**config.mk**
```make
export PLATFORM = sky130hd
export DESIGN_NAME = wheel_encoder_debounce_stamper_unit_flat
export DESIGN_NICKNAME = d
export VERILOG_FILES = /design/src/hw/rtl/wenc_pkg.sv /design/src/hw/rtl/wenc_if.sv /design/src/hw/rtl/wheel_encoder_debounce_stamper_unit.sv /design/src/hw/rtl/wenc_chan.sv /design/src/flat_wrapper.sv
export SDC_FILE = /design/constraint.sdc
export NUM_CORES = 1
export LEC_CHECK = 0
export BUFFER_PORTS_ARGS = -buffer_cell sky130_fd_sc_hd__buf_2
export CAP_MARGIN = 20
export CORE_AREA = 2 2 299 183
export CTS_CLUSTER_SIZE = 8
export DETAILED_ROUTE_END_ITERATION = 16
export DIE_AREA = 0 0 301 185
export PLACE_DENSITY_LB_ADDON = 0.2
export SETUP_SLACK_MARGIN = 0.2
export SLEW_MARGIN = 25
export SYNTH_ARGS = -nofsm -noshare
export SYNTH_HDL_FRONTEND = slang
export SYNTH_SLANG_ARGS = --single-unit
```
**constraint.sdc**
```tcl
create_clock -name clk -period 6.89 [get_ports clk]
set_input_delay 2.067 -clock clk [delete_from_list [all_inputs] [get_ports clk]]
set_output_delay 2.067 -clock clk [all_outputs]
set_load 0.01 [all_outputs]
```
**src/hw/rtl/wenc_pkg.sv**
```systemverilog
// Shared types, constants and codes for the wheel encoder stamper.
`timescale 1ns / 1ps
`default_nettype none

package wenc_pkg;

  // Stamp ring geometry
  localparam int RING_DEPTH = 8;
  localparam int SLOT_W     = (RING_DEPTH > 1) ? $clog2(RING_DEPTH) : 1;

  // Field widths
  localparam int INDEX_W     = 3;
  localparam int NEWEST_W    = 3;
  localparam int TICK_W      = 16;
  localparam int LIMIT_W     = 8;
  localparam int COUNT_W     = 16;
  localparam int CFG_DATA_W  = 16;
  localparam int CFG_INDEX_W = 1;

  // Debounce limit clamp: the top code acts as the one below it
  localparam logic [LIMIT_W-1:0] LIMIT_MAX = 8'd255;
  localparam logic [LIMIT_W-1:0] LIMIT_CAP = 8'd254;

  // Register reset values
  localparam logic [LIMIT_W-1:0] DEBOUNCE_RESET   = 8'd12;
  localparam logic [TICK_W-1:0]  STANDSTILL_RESET = 16'd1000;

  typedef enum logic [1:0] {
    CMD_SAMPLE     = 2'd0,
    CMD_STANDSTILL = 2'd1,
    CMD_READ       = 2'd2,
    CMD_NOP        = 2'd3
  } cmd_t;

  typedef enum logic [CFG_INDEX_W-1:0] {
    CFG_DEBOUNCE_LIMIT   = 1'b0,
    CFG_STANDSTILL_TICKS = 1'b1
  } cfg_reg_t;

  typedef struct packed {
    cmd_t               command;
    logic               enc_left;
    logic               enc_right;
    logic               fwd_left;
    logic               fwd_right;
    logic [TICK_W-1:0]  tick_now;
    logic               read_side;
    logic [INDEX_W-1:0] read_index;
  } in_item_t;

  typedef struct packed {
    logic signed [COUNT_W-1:0] count_left;
    logic signed [COUNT_W-1:0] count_right;
    logic                      update_left;
    logic                      update_right;
    logic                      level_left;
    logic                      level_right;
    logic [NEWEST_W-1:0]       newest_left;
    logic [NEWEST_W-1:0]       newest_right;
    logic [TICK_W-1:0]         stamp_value;
  } out_item_t;

  // Per-channel control from the top level
  typedef struct packed {
    logic               sample;
    logic               standstill;
    logic               level;
    logic               fwd;
    logic [TICK_W-1:0]  tick;
    logic [LIMIT_W-1:0] limit;
    logic [TICK_W-1:0]  threshold;
    logic [INDEX_W-1:0] read_index;
  } chan_ctrl_t;

  // Per-channel status back to the top level
  typedef struct packed {
    logic                taken;
    logic                update;
    logic                level;
    logic [COUNT_W-1:0]  position;
    logic [NEWEST_W-1:0] newest;
    logic [TICK_W-1:0]   stamp;
  } chan_stat_t;

endpackage

`default_nettype wire

```
**src/hw/rtl/wenc_if.sv**
```systemverilog
// Valid/ready channel interfaces for input and result items.
`timescale 1ns / 1ps
`default_nettype none

interface wenc_in_if;
  import wenc_pkg::*;
  logic     valid;
  logic     ready;
  in_item_t item;
  modport source (output valid, output item, input ready);
  modport sink (input valid, input item, output ready);
endinterface

interface wenc_out_if;
  import wenc_pkg::*;
  logic      valid;
  logic      ready;
  out_item_t item;
  modport source (output valid, output item, input ready);
  modport sink (input valid, input item, output ready);
endinterface

`default_nettype wire

```
**src/hw/rtl/wheel_encoder_debounce_stamper_unit.sv**
```systemverilog
// Top level of the two-channel wheel encoder debounce and stamp unit.
`timescale 1ns / 1ps
`default_nettype none

// Takes one command item per clock while the result side is not stalled and
// returns one result item per command. The item lands in an input register,
// the two channel units work it out in one pass of logic, and the result
// register holds it until taken. Throughput is one item per cycle, set by the
// single-pass channel update; a stalled result stops the input register,
// which then lowers ready. The user must write registers through cfg_we,
// cfg_index and cfg_data only while no item is in flight; the block does not enforce this.
module wheel_encoder_debounce_stamper_unit (
  input  logic                             clk,
  input  logic                             rst,
  input  logic                             cfg_we,
  input  logic [wenc_pkg::CFG_INDEX_W-1:0] cfg_index,
  input  logic [wenc_pkg::CFG_DATA_W-1:0]  cfg_data,
  wenc_in_if.sink                          in_ch,
  wenc_out_if.source                       out_ch
);
  import wenc_pkg::*;

  logic               in_valid_q;
  in_item_t           in_item_q;
  logic               out_valid_q;
  out_item_t          out_item_q;
  out_item_t          result;
  logic               advance;
  logic [LIMIT_W-1:0] debounce_limit;
  logic [TICK_W-1:0]  standstill_ticks;
  chan_ctrl_t         ctrl_left, ctrl_right;
  chan_stat_t         stat_left, stat_right;

  assign advance     = in_valid_q && (!out_valid_q || out_ch.ready);
  assign in_ch.ready = !in_valid_q || advance;

  // Write configuration registers
  always_ff @(posedge clk) begin
    if (rst) begin
      debounce_limit   <= DEBOUNCE_RESET;
      standstill_ticks <= STANDSTILL_RESET;
    end else if (cfg_we) begin
      unique case (cfg_reg_t'(cfg_index))
        CFG_DEBOUNCE_LIMIT:   debounce_limit   <= cfg_data[LIMIT_W-1:0];
        CFG_STANDSTILL_TICKS: standstill_ticks <= cfg_data[TICK_W-1:0];
        default: ;
      endcase
    end
  end

  // Capture the incoming item
  always_ff @(posedge clk) begin
    if (rst) begin
      in_valid_q <= 1'b0;
    end else if (in_ch.ready) begin
      in_valid_q <= in_ch.valid;
    end
  end

  always_ff @(posedge clk) begin
    if (in_ch.valid && in_ch.ready) begin
      in_item_q <= in_ch.item;
    end
  end

  // Drive both channels; a taken left edge skips the right one
  always_comb begin
    ctrl_left.sample      = advance && (in_item_q.command == CMD_SAMPLE);
    ctrl_left.standstill  = advance && (in_item_q.command == CMD_STANDSTILL);
    ctrl_left.level       = in_item_q.enc_left;
    ctrl_left.fwd         = in_item_q.fwd_left;
    ctrl_left.tick        = in_item_q.tick_now;
    ctrl_left.limit       = debounce_limit;
    ctrl_left.threshold   = standstill_ticks;
    ctrl_left.read_index  = in_item_q.read_index;

    ctrl_right.sample     = advance && (in_item_q.command == CMD_SAMPLE) && !stat_left.taken;
    ctrl_right.standstill = ctrl_left.standstill;
    ctrl_right.level      = in_item_q.enc_right;
    ctrl_right.fwd        = in_item_q.fwd_right;
    ctrl_right.tick       = in_item_q.tick_now;
    ctrl_right.limit      = debounce_limit;
    ctrl_right.threshold  = standstill_ticks;
    ctrl_right.read_index = in_item_q.read_index;
  end

  wenc_chan u_chan_left (
    .clk  (clk),
    .rst  (rst),
    .ctrl (ctrl_left),
    .stat (stat_left)
  );

  wenc_chan u_chan_right (
    .clk  (clk),
    .rst  (rst),
    .ctrl (ctrl_right),
    .stat (stat_right)
  );

  // Assemble the result item
  always_comb begin
    result.count_left   = signed'(stat_left.position);
    result.count_right  = signed'(stat_right.position);
    result.update_left  = stat_left.update;
    result.update_right = stat_right.update;
    result.level_left   = stat_left.level;
    result.level_right  = stat_right.level;
    result.newest_left  = stat_left.newest;
    result.newest_right = stat_right.newest;
    result.stamp_value  = '0;
    if (in_item_q.command == CMD_READ) begin
      result.stamp_value = in_item_q.read_side ? stat_right.stamp : stat_left.stamp;
    end
  end

  // Hold the result until taken
  always_ff @(posedge clk) begin
    if (rst) begin
      out_valid_q <= 1'b0;
    end else if (advance) begin
      out_valid_q <= 1'b1;
    end else if (out_ch.ready) begin
      out_valid_q <= 1'b0;
    end
  end

  always_ff @(posedge clk) begin
    if (advance) begin
      out_item_q <= result;
    end
  end

  assign out_ch.valid = out_valid_q;
  assign out_ch.item  = out_item_q;

endmodule

`default_nettype wire

```
**src/hw/rtl/wenc_chan.sv**
```systemverilog
// One encoder channel: debounce, position counter, stamp ring, stale mark.
`timescale 1ns / 1ps
`default_nettype none

module wenc_chan (
  input  logic               clk,
  input  logic               rst,
  input  wenc_pkg::chan_ctrl_t ctrl,
  output wenc_pkg::chan_stat_t stat
);
  import wenc_pkg::*;

  logic                last_level, last_level_next;
  logic [LIMIT_W-1:0]  hold_count, hold_count_next;
  logic [COUNT_W-1:0]  position, position_next;
  logic [SLOT_W-1:0]   newest_slot, newest_slot_next;
  logic [TICK_W-1:0]   newest_stamp, newest_stamp_next;
  logic                stale_mark, stale_mark_next;
  logic [TICK_W-1:0]   ring [RING_DEPTH];

  logic [LIMIT_W-1:0]  lim;
  logic [TICK_W-1:0]   age;
  logic [SLOT_W-1:0]   slot_inc;
  logic                push;
  logic                taken;
  logic                upd;
  logic                lvl_out;
  logic [TICK_W-1:0]   stamp_rd;

  // Next slot in the ring, wrapping at the depth
  assign slot_inc = (newest_slot == SLOT_W'(RING_DEPTH - 1)) ? '0 : newest_slot + 1'b1;
  assign lim      = (ctrl.limit == LIMIT_MAX) ? LIMIT_CAP : ctrl.limit;
  assign age      = ctrl.tick - newest_stamp;

  // Qualify edges and check for standstill
  always_comb begin
    last_level_next   = last_level;
    hold_count_next   = hold_count;
    position_next     = position;
    stale_mark_next   = stale_mark;
    push              = 1'b0;
    taken             = 1'b0;
    upd               = 1'b0;
    lvl_out           = 1'b0;
    if (ctrl.sample) begin
      if (ctrl.level != last_level) begin
        last_level_next = ctrl.level;
        hold_count_next = '0;
      end else if (hold_count < lim) begin
        hold_count_next = hold_count + 1'b1;
      end else if (hold_count == lim) begin
        hold_count_next = hold_count + 1'b1;
        taken           = 1'b1;
        push            = 1'b1;
        position_next   = ctrl.fwd ? position + 1'b1 : position - 1'b1;
        if (!stale_mark) begin
          upd     = 1'b1;
          lvl_out = ctrl.level;
        end else begin
          stale_mark_next = 1'b0;
        end
      end
    end else if (ctrl.standstill) begin
      if (age > ctrl.threshold) begin
        push            = 1'b1;
        stale_mark_next = 1'b1;
        upd             = 1'b1;
      end
    end
    newest_slot_next  = push ? slot_inc : newest_slot;
    newest_stamp_next = push ? ctrl.tick : newest_stamp;
  end

  // Read one stamp; entries past the depth read as zero
  always_comb begin
    stamp_rd = '0;
    if (32'(ctrl.read_index) < RING_DEPTH) begin
      stamp_rd = ring[SLOT_W'(ctrl.read_index)];
    end
  end

  // Hold channel state
  always_ff @(posedge clk) begin
    if (rst) begin
      last_level   <= 1'b0;
      hold_count   <= '0;
      position     <= '0;
      newest_slot  <= '0;
      newest_stamp <= '0;
      stale_mark   <= 1'b0;
    end else begin
      last_level   <= last_level_next;
      hold_count   <= hold_count_next;
      position     <= position_next;
      newest_slot  <= newest_slot_next;
      newest_stamp <= newest_stamp_next;
      stale_mark   <= stale_mark_next;
    end
  end

  // Push the tick time into the ring
  always_ff @(posedge clk) begin
    if (rst) begin
      for (int i = 0; i < RING_DEPTH; i++) begin
        ring[i] <= '0;
      end
    end else if (push) begin
      ring[slot_inc] <= ctrl.tick;
    end
  end

  assign stat.taken    = taken;
  assign stat.update   = upd;
  assign stat.level    = lvl_out;
  assign stat.position = position_next;
  assign stat.newest   = NEWEST_W'(newest_slot_next);
  assign stat.stamp    = stamp_rd;

endmodule

`default_nettype wire

```
**src/flat_wrapper.sv**
```systemverilog
// flat-port wrapper written by rule: the top's interface ports become plain ports
module wheel_encoder_debounce_stamper_unit_flat import wenc_pkg::*;
  (clk, rst, cfg_we, cfg_index, cfg_data, in_ch_valid, in_ch_item, in_ch_ready, out_ch_valid, out_ch_item, out_ch_ready);
  wenc_in_if in_ch_i ();
  wenc_out_if out_ch_i ();
  input  logic clk;
  input  logic rst;
  input  logic cfg_we;
  input  logic [wenc_pkg::CFG_INDEX_W-1:0] cfg_index;
  input  logic [wenc_pkg::CFG_DATA_W-1:0] cfg_data;
  input wire logic [$bits(in_ch_i.valid)-1:0] in_ch_valid;
  input wire logic [$bits(in_ch_i.item)-1:0] in_ch_item;
  output wire logic [$bits(in_ch_i.ready)-1:0] in_ch_ready;
  output wire logic [$bits(out_ch_i.valid)-1:0] out_ch_valid;
  output wire logic [$bits(out_ch_i.item)-1:0] out_ch_item;
  input wire logic [$bits(out_ch_i.ready)-1:0] out_ch_ready;
  assign in_ch_i.valid = in_ch_valid;
  assign in_ch_i.item = in_ch_item;
  assign in_ch_ready = in_ch_i.ready;
  assign out_ch_valid = out_ch_i.valid;
  assign out_ch_item = out_ch_i.item;
  assign out_ch_i.ready = out_ch_ready;
  wheel_encoder_debounce_stamper_unit u_core (.clk(clk), .rst(rst), .cfg_we(cfg_we), .cfg_index(cfg_index), .cfg_data(cfg_data), .in_ch(in_ch_i), .out_ch(out_ch_i));
endmodule
```
* Yosys cells after proc, flatten, opt, wreduce, memory -nomap -nowiden
Memory sizes are Yosys's and may differ from the RTL's. A register that Yosys moved wholly into a read port is not among the register bits.
Index checks and enable logic that the tools add are counted.
** Word-level totals
- Bits in read-only memories :: 0
- Register bits :: 200
- Memories kept :: 2
- Memory bits (writable) :: 256
- Bits in latches :: 0
- Input bits :: 48
- Output and inout bits :: 60
** Operators by class
- Divide/modulo/power cells :: 0
- Shifts and indexed selects :: 0
- Eq/ne operators :: 15
- Bitwise operators :: 5
- Reduce and logical (&&, ||, !) cells :: 30
- Add/subtract/negate cells :: 10
- $lt $le $gt $ge :: 4
- Multipliers :: 0
- Mux-type cells :: 75
** Memories
- u_core.u_chan_left.ring :: words 8, width 16, read ports 1, clocked after memory_dff 1, write ports 8, RTL line wenc_chan.sv:19 : logic [TICK_W-1:0] ring [RING_DEPTH];
- u_core.u_chan_right.ring :: words 8, width 16, read ports 1, clocked after memory_dff 1, write ports 8, RTL line wenc_chan.sv:19
** Operator list (count)
- $mux W16 :: 13
- $mux W8 :: 7
- $mux W1 :: 47
- $add A16 B1 Y16 const B :: 2
- $gt A16 B16 Y1 :: 2
- $reduce_or A16 Y1 :: 2
- $sub A16 B1 Y16 const B :: 2
- $sub A16 B16 Y16 :: 2
- $mux W3 :: 8
- $add A8 B1 Y8 const B :: 2
- $eq A8 B8 Y1 :: 2
- $lt A8 B8 Y1 :: 2
- $ne A2 B2 Y1 const B :: 6
- $reduce_and A2 Y1 :: 6
- $reduce_and A5 Y1 :: 2
- $reduce_bool A2 Y1 :: 5
- $reduce_or A5 Y1 :: 2
- $eq A8 B8 Y1 const B :: 1
- $add A3 B1 Y3 const B :: 2
- $eq A3 B3 Y1 const B :: 2
- $reduce_bool A3 Y1 :: 2
- $logic_and A1 B1 Y1 :: 5
- $not A1 Y1 :: 5
- $logic_not A1 Y1 :: 3
- 5 further kinds :: 7

* Depth between registers and ports, before layout
- Depth in word-level cells :: 15
- Gate-level depth with buffers :: 20
- Depth with buffers taken out :: 18

* Hierarchy
A second synthesis with hierarchy kept.
** Unflattened totals
- Cells, all modules :: 1952
- Area total of the unflattened synthesis :: 22939.5 um^2
** Modules (own cells, without submodules)
- wenc_chan (u_core.u_chan_left) :: times used 1, area an instance 9560.4 um^2, cells each 878
- wenc_chan (u_core.u_chan_right) :: times used 1, area an instance 9470.3 um^2, cells each 840
- wheel_encoder_debounce_stamper_unit :: times used 1, area an instance 3908.7 um^2, cells each 234

* Worst setup path before layout
OpenSTA, ideal clock, no wires.
- Kind :: input to register
- Start point :: input out_ch_ready
- End point :: memory u_core.u_chan_left.ring[0][0], enable pin
- Buffers on the path :: 1
- Data arrival time :: 6.667 ns
- Data required time :: 6.498 ns
- Setup slack :: -0.169 ns
- Stages on the path :: 8
- Setup time :: 0.392 ns
- Path through :: nor2b_4 > nor2b_1 > nand3b_1 > a21o_1 > a31oi_1 > buf_2 > o211ai_1 > o21bai_1
** RTL lines
- start, declared :: RTL line flat_wrapper.sv:16 : input wire logic [$bits(out_ch_i.ready)-1:0] out_ch_ready;
- end, declared :: RTL line wenc_chan.sv:19

==> summary.txt <==
Clock network
  – Post-CTS sizing: 0
  – Worst-skew pair later-pin latency: 0.60 ns
  – Clock Sinks: 459
  – Clk root buf: clkbuf_16
  – H-tree Lvls: 3
  – Clk buf depth: 3
  – TritonCTS clock tree: built
  – Clk slew on worst S/H paths: 0.05 ns
  – Post-CTS Setup Bufs: 0
  – TritonCTS buffer count: 67
  – Hold buffer count at CTS: 0

Drt
  – Residual DRC: 0
  – Detail Route Antenna Nets: 0
  – Drt first pass iters: 5
  – Avg Vias per Cell: 5.73
  – Via count: 16,200
  – DRT Wirelength: 62,600 um
  – Wire length per cell: 22.1 um
  – Initial DRC Count: 1,600

Cells and area
  – Final core area utilization: 50.7%
  – Synthesis-to-layout area growth: 14.2%
  – Nets: 2,243
  – Layout cell share with drive strength beyond 1: 19.9%

Worst setup path
  – CP max stage delay: 0.78 ns
  – Slowest CP cell: nor4_1
  – Crit path required time: 7.12 ns
  – Cell family with most CP delay: compound AO/OA/AOI/OAI gates
  – CP Capture Type: register
  – Reg2reg path depth: 19
  – R2r endpoint: u_core.u_chan_left.ring[3][1]
  – Worst reg2reg startpoint: u_core.ctrl_left[27]
  – Critical path fanouts, max: 20
  – Crit path DAT: 5.90 ns
  – Critical path type: reg2reg
  – Critical-path cell list: inv_1 -> ha_1 -> fa_1 -> nor2b_1 -> o21a_1 -> o21ai_0 -> a211oi_1 -> o41ai_1 -> a21oi_1 -> xor2_1 -> ha_1 -> nand4_1 -> nor4_1 -> o21ai_1 -> a31oi_4 -> o211ai_1 -> buf_4 -> o21bai_1 -> buf_4
  – Setup crit start kind: register
  – Flop2flop setup slack: 1.22 ns
  – Buf+Inv Stages, Crit Path: 3

Timing
  – Skew final: 0.0343 ns
  – RSZ-0062 raised after global routing: no
  – Fin crit period: 5.67 ns
  – Fin crit share: 82.3%
  – Pins Over Slew Limit: 0
  – Final Hold Viols: 0
  – Final TNS setup: 0 ns
  – Relative slew slack: 27.8%
  – Finish-stage setup viols: 0
  – Worst-Margin Slew: 1.08 ns
  – Fmax: 0.176 GHz

Synthesis
  – Post-synth top flop: edfxtp_1
  – Synthesized area per cell: 12.0 um^2
  – Post-synth cell types: 85
  – Dominant cell type by area after synthesis: edfxtp_1
  – Cells after Synth: 1,971
  – Most frequent cell after synthesis: edfxtp_1
  – Post-synthesis cell area: 23,600 um^2
  – Top cells by area, synth: edfxtp_1 43%, dfxtp_1 10%, mux4_2 7.6%
  – Async set or reset register ratio after synthesis: 0%
  – Number of synthesized flops with an enable pin: 340
  – #FFs+latches synth: 459
  – Post-synth top cells: 340 x edfxtp_1, 217 x nor2_1, 186 x nand2_1, 119 x dfxtp_1, 112 x ha_1
  – Sequential area share after synthesis: 53.3%
  – Post-synth top area share: 43.2%
  – Mapped Nets: 2,135
  – Yosys warnings: 0

Floorplan
  – Die area: 55,700 um^2
  – # rows: 66
  – I/O pin count: 108
  – Die height: 185 um
  – Starting density of the core: 44.4%
  – Die W: 301 um
  – Core footprint: 53,300 um^2

GRT
  – Total GRT Usage: 22.7%
  – Initial antenna violation count: 3
  – First-pass GRT wire length: 95,300 um
  – Vias in the first global route: 15,800
  – Gr ovfl total: 0
  – Largest net degree at the start of global routing: 96

Status
  – Status: completed

Min path
  – Hold Crit Depth: 2
  – Worst Hold Launch: u_core.standstill_ticks[10]
  – Worst hold endpoint: u_core.standstill_ticks[10]
  – Hold Crit Class: reg2reg

Pwr
  – LEAKAGE: 0.00982 uW
  – Sequential share of power: 45.3%
  – Internal power: 5200 uW
  – Worst IR Drop VDD: 204 uV
  – Power share of the clock group: 44.9%
  – Net switching power: 1670 uW
  – Combinational Power Share: 9.8%
  – Power Dens Cells: 255 nW/um^2
  – Tot Pwr: 6880 uW
  – Sw frac: 24.3%

Place
  – RD Place Congestion: 0.856
  – Port Buffers: 107
  – Detailed placement HPWL: 42,400 um

Flow run
  – Max_cap viols: 0
worst register-to-register path, stage by stage (launching register included):
cell and delay [ns]:
edfxtp_1 0.38, inv_1 0.12, ha_1 0.22, fa_1 0.23, nor2b_1 0.06, o21a_1 0.21, o21ai_0 0.32, a211oi_1 0.19
o41ai_1 0.48, a21oi_1 0.16, xor2_1 0.17, ha_1 0.30, nand4_1 0.15, nor4_1 0.78, o21ai_1 0.24, a31oi_4 0.35
o211ai_1 0.16, buf_4 0.25, o21bai_1 0.15, buf_4 0.35
how the worst max path moves through the flow:
stage / from / to / cells past startpoint
2_1_floorplan: out_ch_ready / u_core.u_chan_left.ring[0][0] / 8
3_3_place_gp: u_core.ctrl_left[27] / u_core.u_chan_right.ring[7][14] / 19
3_5_place_dp: u_core.ctrl_left[27] / u_core.u_chan_right.ring[7][14] / 19
4_1_cts: u_core.ctrl_left[27] / u_core.u_chan_right.ring[7][14] / 19
5_1_grt: u_core.ctrl_left[27] / u_core.u_chan_right.ring[5][3] / 19
6_report: u_core.ctrl_left[27] / u_core.u_chan_left.ring[3][1] / 19
layout by cell type (no fill, tap or decap), types with 19 or more instances in the layout:
master,instances
inv_1,85
clkbuf_16,70
nor2_1,215
buf_4,47
ha_1,110
xnor2_1,31
nand2b_1,25
mux2_2,26
clkbuf_1,32
mux4_2,80
nand2_1,186
a21oi_1,79
o41ai_1,19
o21ai_0,54
buf_2,106
xor2_1,24
dfxtp_1,116
nor3b_1,22
a21o_1,27
nor4_1,30
edfxtp_1,340
nor4b_2,38
nor2b_1,69
nor3_1,21
o21bai_1,19
power by group through the flow:
stage | sequential (uW) | clock (uW) | combinational, uW
floorplan | 3150 | 0 | 454
global placement | 3170 | 0 | 657
detailed placement | 3170 | 0 | 664
CTS | 3120 | 3150 | 669
global route | 3120 | 3260 | 731
finish | 3120 | 3090 | 672
cells by family (layout without fill, tap and decap cells):
kind of cell / Yosys count / count (layout) / synth area share (%)
buffers and inverters: 200 / 347 / 3.42
adder cells (fa/ha/maj): 116 / 116 / 6.27
XOR/XNOR: 55 / 55 / 2.04
AND/OR/NAND/NOR: 723 / 723 / 17.0
flip-flops: 459 / 459 / 53.3
AO/OA/AOI/OAI: 294 / 294 / 8.40
other: 0 / 3 / 0
multiplexers: 124 / 124 / 9.63
flip-flops by register name, indices dropped and copies added (netlist names), named ones only:
name                              flops
u_core.u_chan_left.last_level         1
u_core.standstill_ticks              16
u_core.out_ch.valid                   1
u_core.u_chan_left.newest_slot        3
u_core.u_chan_right.position         16
u_core.u_chan_right.stale_mark        1
u_core.in_valid_q                     1
u_core.debounce_limit                 8
u_core.in_item_q                      3
u_core.u_chan_left.stale_mark         1
u_core.u_chan_right.newest_stamp     16
u_core.ctrl_right                     2
u_core.u_chan_left.position          16
u_core.u_chan_right.newest_slot       3
u_core.u_chan_right.last_level        1
u_core.u_chan_left.ring             128
u_core.ctrl_left                     21
u_core.out_ch.item                   58
u_core.u_chan_right.hold_count        8
u_core.u_chan_left.hold_count         8
u_core.u_chan_left.newest_stamp      16
u_core.u_chan_right.ring            128
through the flow:
stage               hold slack [ns]  setup slack [ns]  cell area, um^2  cells
global route                  0.482             0.927            27000   2834
floorplan                     0.436             0.993            23600   1971
CTS                           0.457              1.24            27000   2832
finish                        0.454              1.22            27000   2835
detailed placement            0.450              1.26            25000   2724
global placement              0.449              1.52            25000   2724
per-layer routing:
metal | vias to the layer above | GRT usage (%) | part of all wire, %
met5 | - | 0.353 | 0
met1 | 8086 | 34.7 | 48
li1 | 7546 | - | -
met2 | 526 | 32.3 | 43
met3 | 75 | 4.90 | 7.5
met4 | 0 | 5.67 | 1.8
area by class of cell:
cell class / instances / area, um^2
multi-input combinational: 1312 / 10300
fill: 4624 / 26300
clock buffer: 103 / 1890
tap: 714 / 893
sequential: 459 / 12600
timing repair buffer: 154 / 903
inverter: 85 / 319
antenna: 3 / 7.51
clock inverter: 5 / 58.8
Power figures use the tool's default switching activity.
